--- config.mk ---
export PLATFORM = sky130hd
export DESIGN_NAME = bounded_list_insert_delete_search
export DESIGN_NICKNAME = d
export VERILOG_FILES = /design/src/rtl/core/blist_pkg.sv /design/src/rtl/core/blist_ram.sv /design/src/rtl/core/bounded_list_insert_delete_search.sv
export SDC_FILE = /design/constraint.sdc
export NUM_CORES = 2
export LEC_CHECK = 0
export ABC_AREA = 1
export ABC_CLOCK_PERIOD_IN_PS = 6200
export CORE_ASPECT_RATIO = 0.5
export CORE_MARGIN = 3
export CORE_UTILIZATION = 45
export DETAILED_ROUTE_END_ITERATION = 6
export DONT_BUFFER_PORTS = 1
export PLACE_DENSITY = 0.64
export SKIP_LAST_GASP = 1
export SYNTH_ARGS = -nofsm -noshare
export SYNTH_HDL_FRONTEND = slang
export SYNTH_SLANG_ARGS = --single-unit
--- constraint.sdc ---
create_clock -name clk -period 6.2 [get_ports clk]
set_input_delay 0.93 -clock clk [delete_from_list [all_inputs] [get_ports clk]]
set_output_delay 0.93 -clock clk [all_outputs]
set_load 0.01 [all_outputs]
--- src/rtl/core/blist_pkg.sv ---
// Shared codes, field widths and defaults for the bounded list block
`default_nettype none

package blist_pkg;

  // default sizing
  localparam int CAPACITY_DEF   = 64;
  localparam int DATA_WIDTH_DEF = 32;

  // field widths
  localparam int MODE_W   = 3;
  localparam int POS_W    = 7;
  localparam int VAL_W    = 32;
  localparam int STATUS_W = 3;
  localparam int FOUND_W  = 7;
  localparam int COUNT_W  = 7;

  // packed word widths, rounded up to whole bytes
  localparam int S_TDATA_W = ((POS_W + VAL_W + 7) / 8) * 8;
  localparam int M_TDATA_W = ((VAL_W + FOUND_W + COUNT_W + 7) / 8) * 8;

  typedef logic [MODE_W-1:0]   mode_t;
  typedef logic [STATUS_W-1:0] status_t;

  // request codes
  localparam mode_t MODE_INS_FRONT = 3'd0;
  localparam mode_t MODE_INS_BACK  = 3'd1;
  localparam mode_t MODE_INS_POS   = 3'd2;
  localparam mode_t MODE_DEL_FRONT = 3'd3;
  localparam mode_t MODE_DEL_BACK  = 3'd4;
  localparam mode_t MODE_DEL_POS   = 3'd5;
  localparam mode_t MODE_SEARCH    = 3'd6;

  // result status codes
  localparam status_t STAT_OK       = 3'd0;
  localparam status_t STAT_FULL     = 3'd1;
  localparam status_t STAT_EMPTY    = 3'd2;
  localparam status_t STAT_BADPOS   = 3'd3;
  localparam status_t STAT_NOTFOUND = 3'd4;

endpackage

`default_nettype wire

--- src/rtl/core/blist_ram.sv ---
// Generic simple dual-port RAM, one write port and one registered read port
`default_nettype none

module blist_ram #(
  parameter int WIDTH = 32,
  parameter int DEPTH = 64
) (
  input  wire logic                     clk,
  input  wire logic                     we,
  input  wire logic [$clog2(DEPTH)-1:0] waddr,
  input  wire logic [WIDTH-1:0]         wdata,
  input  wire logic [$clog2(DEPTH)-1:0] raddr,
  output logic      [WIDTH-1:0]         rdata
);

  logic [WIDTH-1:0] mem [DEPTH];

  // write port
  always_ff @(posedge clk) begin
    if (we) begin
      mem[waddr] <= wdata;
    end
  end

  // registered read port
  always_ff @(posedge clk) begin
    rdata <= mem[raddr];
  end

endmodule

`default_nettype wire

--- src/rtl/core/bounded_list_insert_delete_search.sv ---
// Flow: failed requests and inserts at the front or the back go from the start state
//   straight to the result state; walks read the ring store in a walk state first
//   (search visits up to count entries, delete at 0-based k>0 count-k, front delete one,
//   positional insert count-k, then its final write in the put state).
// Throughput: one request at a time; the ring store's single read port visits one
//   entry a cycle during a walk, and the result state waits while the output is stalled.
// Reset: rst clears head, count, sequencer and valid flags; the store is not cleared.
`default_nettype none

module bounded_list_insert_delete_search
  import blist_pkg::*;
#(
  parameter int CAPACITY   = CAPACITY_DEF,
  parameter int DATA_WIDTH = DATA_WIDTH_DEF
) (
  input  wire logic                 clk,
  input  wire logic                 rst,
  input  wire logic                 s_axis_tvalid,
  output logic                      s_axis_tready,
  // position [6:0], value [38:7], zero fill above
  input  wire logic [S_TDATA_W-1:0] s_axis_tdata,
  // mode [2:0]
  input  wire logic [MODE_W-1:0]    s_axis_tuser,
  output logic                      m_axis_tvalid,
  input  wire logic                 m_axis_tready,
  // removed_value [31:0], found_position [38:32], count_after [45:39], zero fill above
  output logic [M_TDATA_W-1:0]      m_axis_tdata,
  // status [2:0]
  output logic [STATUS_W-1:0]       m_axis_tuser
);

  localparam int IW = $clog2(CAPACITY);
  localparam int CW = $clog2(CAPACITY + 1);
  localparam int PW = ((CW > POS_W) ? CW : POS_W) + 1;

  // sequencer codes
  localparam logic [2:0] S_IDLE   = 3'd0;
  localparam logic [2:0] S_START  = 3'd1;
  localparam logic [2:0] S_INS    = 3'd2;
  localparam logic [2:0] S_PUT    = 3'd3;
  localparam logic [2:0] S_DEL    = 3'd4;
  localparam logic [2:0] S_SRCH   = 3'd5;
  localparam logic [2:0] S_RESULT = 3'd6;

  // ring index of a 0-based list position
  function automatic logic [IW-1:0] slot_of(input logic [IW-1:0] h, input logic [CW-1:0] x);
    logic [CW:0] s;
    s = (CW+1)'(h) + (CW+1)'(x);
    if (s >= (CW+1)'(CAPACITY)) begin
      s = s - (CW+1)'(CAPACITY);
    end
    return s[IW-1:0];
  endfunction

  logic [2:0]            state;
  logic [IW-1:0]         head;
  logic [CW-1:0]         count;
  mode_t                 req_mode;
  logic [POS_W-1:0]      req_pos;
  logic [DATA_WIDTH-1:0] req_word;
  logic [CW-1:0]         k_idx;
  logic [CW-1:0]         end_idx;
  logic [CW-1:0]         rj;
  logic                  rd_on;
  logic                  dv;
  logic [CW-1:0]         di;
  status_t               res_status;
  logic [VAL_W-1:0]      res_removed;
  logic [FOUND_W-1:0]    res_found;
  status_t               out_status;
  logic [VAL_W-1:0]      out_removed;
  logic [FOUND_W-1:0]    out_found;
  logic [COUNT_W-1:0]    out_count;
  logic                  out_valid;

  logic                  ram_we;
  logic [IW-1:0]         ram_waddr;
  logic [DATA_WIDTH-1:0] ram_wdata;
  logic [IW-1:0]         ram_raddr;
  logic [DATA_WIDTH-1:0] ram_rdata;

  logic                  s_accept;
  logic                  out_free;
  logic                  walking;
  logic [PW-1:0]         posx;
  logic [PW-1:0]         cntx;
  logic [CW-1:0]         pos_k;
  logic [CW-1:0]         ins_k;
  logic [CW-1:0]         del_k;
  logic                  ins_bad;
  logic                  del_bad;
  logic                  full;
  logic                  is_ins;
  logic                  put_front;
  logic                  put_back;
  logic [IW-1:0]         head_dec;
  logic [IW-1:0]         head_inc;

  assign s_axis_tready = (state == S_IDLE);
  assign s_accept      = s_axis_tvalid && s_axis_tready;
  assign out_free      = !out_valid || m_axis_tready;
  assign walking       = (state == S_INS) || (state == S_DEL) || (state == S_SRCH);

  // request checks against the current count
  assign posx    = PW'(req_pos);
  assign cntx    = PW'(count);
  assign pos_k   = CW'(posx - PW'(1));
  assign ins_bad = (req_mode == MODE_INS_POS) && ((posx == '0) || (posx > cntx + PW'(1)));
  assign del_bad = (req_mode == MODE_DEL_POS) && ((posx == '0) || (posx > cntx));
  assign full    = (count == CW'(CAPACITY));
  assign is_ins  = (req_mode == MODE_INS_FRONT) || (req_mode == MODE_INS_BACK) ||
                   (req_mode == MODE_INS_POS);

  always_comb begin
    priority if (req_mode == MODE_INS_FRONT) begin
      ins_k = '0;
    end else if (req_mode == MODE_INS_BACK) begin
      ins_k = count;
    end else begin
      ins_k = pos_k;
    end
  end

  always_comb begin
    priority if (req_mode == MODE_DEL_FRONT) begin
      del_k = '0;
    end else if (req_mode == MODE_DEL_BACK) begin
      del_k = count - CW'(1);
    end else begin
      del_k = pos_k;
    end
  end

  // inserts that need a single write and no shifting
  assign put_front = (state == S_START) && is_ins && !ins_bad && !full && (ins_k == '0);
  assign put_back  = (state == S_START) && is_ins && !ins_bad && !full && (ins_k != '0) &&
                     (ins_k == count);

  assign head_dec = (head == '0) ? IW'(CAPACITY - 1) : head - IW'(1);
  assign head_inc = (head == IW'(CAPACITY - 1)) ? '0 : head + IW'(1);

  // store port control
  always_comb begin
    ram_raddr = slot_of(head, rj);
    ram_we    = 1'b0;
    ram_waddr = slot_of(head, count);
    ram_wdata = req_word;
    unique case (state)
      S_START: begin
        ram_we    = put_front || put_back;
        ram_waddr = put_front ? head_dec : slot_of(head, count);
      end
      S_INS: begin
        ram_we    = dv;
        ram_waddr = slot_of(head, di + CW'(1));
        ram_wdata = ram_rdata;
      end
      S_PUT: begin
        ram_we    = 1'b1;
        ram_waddr = slot_of(head, k_idx);
      end
      S_DEL: begin
        ram_we    = dv && (di != k_idx);
        ram_waddr = slot_of(head, di - CW'(1));
        ram_wdata = ram_rdata;
      end
      default: begin
        ram_we = 1'b0;
      end
    endcase
  end

  blist_ram #(
    .WIDTH (DATA_WIDTH),
    .DEPTH (CAPACITY)
  ) u_store (
    .clk   (clk),
    .we    (ram_we),
    .waddr (ram_waddr),
    .wdata (ram_wdata),
    .raddr (ram_raddr),
    .rdata (ram_rdata)
  );

  // sequencer, walk counters and list bookkeeping
  always_ff @(posedge clk) begin
    if (rst) begin
      state     <= S_IDLE;
      head      <= '0;
      count     <= '0;
      rd_on     <= 1'b0;
      dv        <= 1'b0;
      out_valid <= 1'b0;
    end else begin
      dv <= rd_on && walking;
      di <= rj;
      if (out_valid && m_axis_tready) begin
        out_valid <= 1'b0;
      end
      unique case (state)
        S_IDLE: begin
          rd_on <= 1'b0;
          if (s_accept) begin
            req_mode    <= s_axis_tuser;
            req_pos     <= s_axis_tdata[POS_W-1:0];
            req_word    <= DATA_WIDTH'(signed'(s_axis_tdata[POS_W +: VAL_W]));
            res_status  <= STAT_OK;
            res_removed <= '0;
            res_found   <= '0;
            state       <= S_START;
          end
        end
        S_START: begin
          state <= S_RESULT;
          unique case (req_mode)
            MODE_INS_FRONT, MODE_INS_BACK, MODE_INS_POS: begin
              priority if (ins_bad) begin
                res_status <= STAT_BADPOS;
              end else if (full) begin
                res_status <= STAT_FULL;
              end else if (put_front) begin
                head  <= head_dec;
                count <= count + CW'(1);
              end else if (put_back) begin
                count <= count + CW'(1);
              end else begin
                rj    <= count - CW'(1);
                k_idx <= ins_k;
                rd_on <= 1'b1;
                state <= S_INS;
              end
            end
            MODE_DEL_FRONT, MODE_DEL_BACK, MODE_DEL_POS: begin
              priority if (count == '0) begin
                res_status <= STAT_EMPTY;
              end else if (del_bad) begin
                res_status <= STAT_BADPOS;
              end else begin
                rj      <= del_k;
                k_idx   <= del_k;
                end_idx <= (del_k == '0) ? '0 : count - CW'(1);
                rd_on   <= 1'b1;
                state   <= S_DEL;
              end
            end
            MODE_SEARCH: begin
              if (count == '0) begin
                res_status <= STAT_EMPTY;
              end else begin
                rj      <= '0;
                end_idx <= count - CW'(1);
                rd_on   <= 1'b1;
                state   <= S_SRCH;
              end
            end
            default: begin
              res_status <= STAT_BADPOS;
            end
          endcase
        end
        S_INS: begin
          // read downward, each word lands one place further back
          if (rd_on) begin
            if (rj == k_idx) begin
              rd_on <= 1'b0;
            end else begin
              rj <= rj - CW'(1);
            end
          end
          if (dv && (di == k_idx)) begin
            state <= S_PUT;
          end
        end
        S_PUT: begin
          count <= count + CW'(1);
          state <= S_RESULT;
        end
        S_DEL: begin
          // first read is the removed word, later reads move one place forward
          if (rd_on) begin
            if (rj == end_idx) begin
              rd_on <= 1'b0;
            end else begin
              rj <= rj + CW'(1);
            end
          end
          if (dv && (di == k_idx)) begin
            res_removed <= VAL_W'(signed'(ram_rdata));
          end
          if (dv && (di == end_idx)) begin
            count <= count - CW'(1);
            if (k_idx == '0) begin
              head <= head_inc;
            end
            state <= S_RESULT;
          end
        end
        S_SRCH: begin
          if (rd_on) begin
            if (rj == end_idx) begin
              rd_on <= 1'b0;
            end else begin
              rj <= rj + CW'(1);
            end
          end
          if (dv) begin
            if (ram_rdata == req_word) begin
              res_found <= FOUND_W'(di + CW'(1));
              rd_on     <= 1'b0;
              state     <= S_RESULT;
            end else if (di == end_idx) begin
              res_status <= STAT_NOTFOUND;
              state      <= S_RESULT;
            end
          end
        end
        S_RESULT: begin
          rd_on <= 1'b0;
          if (out_free) begin
            out_valid <= 1'b1;
            state     <= S_IDLE;
          end
        end
        default: begin
          state <= S_IDLE;
        end
      endcase
    end
  end

  // output word register
  always_ff @(posedge clk) begin
    if ((state == S_RESULT) && out_free) begin
      out_status  <= res_status;
      out_removed <= res_removed;
      out_found   <= res_found;
      out_count   <= COUNT_W'(count);
    end
  end

  assign m_axis_tvalid = out_valid;
  assign m_axis_tuser  = out_status;
  assign m_axis_tdata  = {{(M_TDATA_W - VAL_W - FOUND_W - COUNT_W){1'b0}},
                          out_count, out_found, out_removed};

endmodule

`default_nettype wire

==> run summary <==
Outcome: finished clean
Worst hold path type: input pin to flop
Worst r2r path cells: 21
PD cells: 585 nW/um2
Post-Route WL: 264 mm
# Max-Cap Violations: 0
Internal: 33.8 mW
Most frequent cells in the layout: edfxtp_1 (2209), nor2_1 (1810), o21ai_0 (878)
Critical Path RT: 6.71 ns
Seq pwr share: 33.3%
Tcrit/Tclk final: 83.4%
Yosys warns: 0
Leak Pwr: 34.3 nW
Clock edge transition at the registers on the reported setup and hold paths: 0.07 ns
DIE HEIGHT: 327 um
RR Endpoint: u_store.mem[12][27]$_DFFE_PP_
Synth area leaders: edfxtp_1 (72%), nor2_1 (7.6%), o21ai_0 (4.9%), o32ai_1 (4.8%), nand2_1 (1.7%)
Final Setup Violations: 0
First-pass GRT wire length: 378 mm
Initial antenna violation count: 30
TritonCTS clock tree: done
Initial DRC Count: 8159
Post-DP HPWL: 161 mm
Initial Utilization: 45.4%
Fin Setup TNS: 0 ns
Vias in the first global route: 53800
Syn_area_per_cell: 12.6 um2
Cell Area, Synth: 92600 um2
Gr usage total: 24.4%
Arrival @ worst endpoint: 5.69 ns
Fill cells: 17100
Clk_lat worst skew: 0.88 ns
Net Switching: 26.8 mW
Post-CTS setup buffers: 0
#FFs+latches synth: 2260
Crit path time final: 5.17 ns
Slew headroom: 7.17%
Multi-input logic area: 23000 um2
Worst Path Max Fanout: 16
RSZ-0062 raised after global routing: false
Sequential area share after synthesis: 72.8%
Site Rows: 117
Gates resized, CTS repair: 0
Antenna Nets Post-Route: 0
CP Launch Type: flop
Clock skew: 0.0645 ns
Cells after Synth: 7350
Commonest non-fill, non-tap cell in the layout: edfxtp_1
Fin nets: 7400
Crit end category: flop
Die width: 647 um
Synth area leader: edfxtp_1
Largest net degree at the start of global routing: 168
DR DRC count: 0
Detailed Routing Iterations Pass 1: 6
CTS root buffer: clkbuf_16
RR Startpoint: count[0]$_SDFFE_PP0P_
Core box area: 204000 um2
Max Root-Sink Buffers: 4
Placed insts: 9835
GRT overflow: 0
Placer Congestion: 0.938
WL per Instance: 25.9 um
Synth top area share: 71.7%
Non-Filler Instances: 10200
Hold Buf Count CTS: 0
Net Sw Frac: 44.2%
Worst setup path start: count[0]$_SDFFE_PP0P_
Achievable Freq: 193 MHz
Num CTS Buffers: 207
Clk pwr share: 20.5%
# IOs: 100
Comb pwr share: 46.2%
Fraction of layout cells with a size suffix above 1: 9.66%
Reg2reg setup slack: 1.03 ns
Critical path endpoint: u_store.mem[12][27]$_DFFE_PP_
TritonCTS Sinks: 2260
Worst-Margin Slew: 1.39 ns
Via count: 60000
I/O Buffers: 0
Die area: 212000 um2
Area growth syn-to-layout: 11.9%
Vias per cell: 5.88
Max-slew violation count: 0
Synth unique cells: 57
Reg area: 67400 um2
CTS H-tree lvls: 4
CP Class: flop to flop
Final hold violations: 0
Worst vdd ir: 612 uV
## layer usage
metal | routed length, um | track usage, %
met2 | 112000 | 35.1
met1 | 112000 | 36.6
met3 | 30500 | 5.62
met5 | 37 | 0
met4 | 9430 | 8.04
## cells by family after synthesis
group	Yosys count	share of synthesized area, %
multiplexers	66	0.800
adder cells (fa/ha/maj)	46	0.654
flip-flops	2260	72.8
AO/OA/AOI/OAI	1596	11.1
XOR/XNOR	81	0.766
other	1	0.00405
AND/OR/NAND/NOR	2475	10.5
buffers and inverters	825	3.45
## cell type report
| type | count | share of cell area (%) |
|---|---|---|
| antenna | 9 | 0.0217 |
| sequential | 2260 | 65.0 |
| multi-input combinational | 4266 | 22.2 |
| timing repair buffer | 214 | 1.95 |
| inverter | 358 | 1.31 |
| clock inverter | 84 | 0.832 |
| clock buffer | 270 | 5.33 |
| tap | 2737 | 3.31 |
## through the flow
stage / setup slack [ns] / hold slack (ns) / utilization [%] / cell area [um2] / power [mW]
floorplan: 1.62 / 0.400 / - / 92600 / 35.8
global placement: 1.18 / 0.404 / 47.6 / 97200 / 47.4
detailed placement: 1.17 / 0.406 / 47.6 / 97200 / 47.7
CTS: 1.12 / 0.109 / 50.8 / 104000 / 60.0
global route: 0.710 / 0.121 / 50.8 / 104000 / 63.0
finish: 1.03 / 0.154 / 50.8 / 104000 / 60.5
## Yosys cell counts, drive strengths merged
cell     count
edfxtp    2209
xnor2       20
fa           4
mux2i        2
mux2        64
a31oi        4
nand3       71
conb         1
nand2      440
a21oi       43
a41oi        1
ha          42
o2bb2ai      2
o32ai      512
dfxtp       51
buf        110
and2         3
nor3        26
or2          8
o211ai       6
nand3b       3
a21boi       2
clkinv       3
o21ai      912
nor3b        1
nor2      1891
o21bai       5
a211oi       3
nand4       30
o221ai      33
inv        355
nor4         2
o22ai       37
o21a        32
xor2        61
o2111ai      1
a22oi        2
clkbuf     357
o41ai        1
## state kept, by name (all words and copies together) (netlist names), 3 cells and up
name / count
res_found: 7
out_found: 7
head: 6
req_mode: 3
out_removed: 32
m_axis_tuser: 3
di: 7
req_pos: 7
end_idx: 7
res_removed: 32
count: 7
u_store.rdata: 32
out_count: 7
k_idx: 7
state: 3
res_status: 3
rj: 7
u_store.mem: 2048
req_word: 32
## worst min-delay path by stage
stage / from / to / slack (ns) / cells past startpoint
4_1_cts: rst / count[5]$_SDFFE_PP0P_ / 0.11 / 1
3_5_place_dp: res_removed[28]$_SDFFCE_PN0P_ / out_removed[28]$_DFFE_PP_ / 0.41 / 0
3_3_place_gp: res_removed[27]$_SDFFCE_PN0P_ / out_removed[27]$_DFFE_PP_ / 0.40 / 0
2_1_floorplan: res_status[0]$_DFFE_PP_ / m_axis_tuser[0]$_DFFE_PP_ / 0.40 / 0
6_report: rst / count[5]$_SDFFE_PP0P_ / 0.15 / 1
5_1_grt: rst / count[5]$_SDFFE_PP0P_ / 0.12 / 1
## worst max-delay path: stages (launching register included)
cell     delay [ns]
dfxtp_1        0.67
inv_1          0.28
ha_1           0.50
inv_1          0.08
ha_1           0.30
nand2_1        0.05
nand2_1        0.06
nand2_1        0.05
nand3_1        0.06
nand2_1        0.05
nand2_1        0.06
nand2_1        0.05
nand2_1        0.08
nand2_2        0.19
nand3_4        0.18
nand2_1        0.06
nand3_1        0.11
nand2_1        0.08
nor2_2         0.27
nand3_2        0.56
nor2_4         0.72
buf_4          0.32
## power groups by stage
stage          combinational, mW  clock (mW)  sequential, mW
3_3_place_gp                26.9           0            20.5
2_1_floorplan               15.2           0            20.7
6_report                    28.0        12.4            20.2
4_1_cts                     27.3        12.5            20.2
5_1_grt                     29.7        13.1            20.2
3_5_place_dp                27.2           0            20.5
No activity file was read; power rests on OpenSTA's default activity.
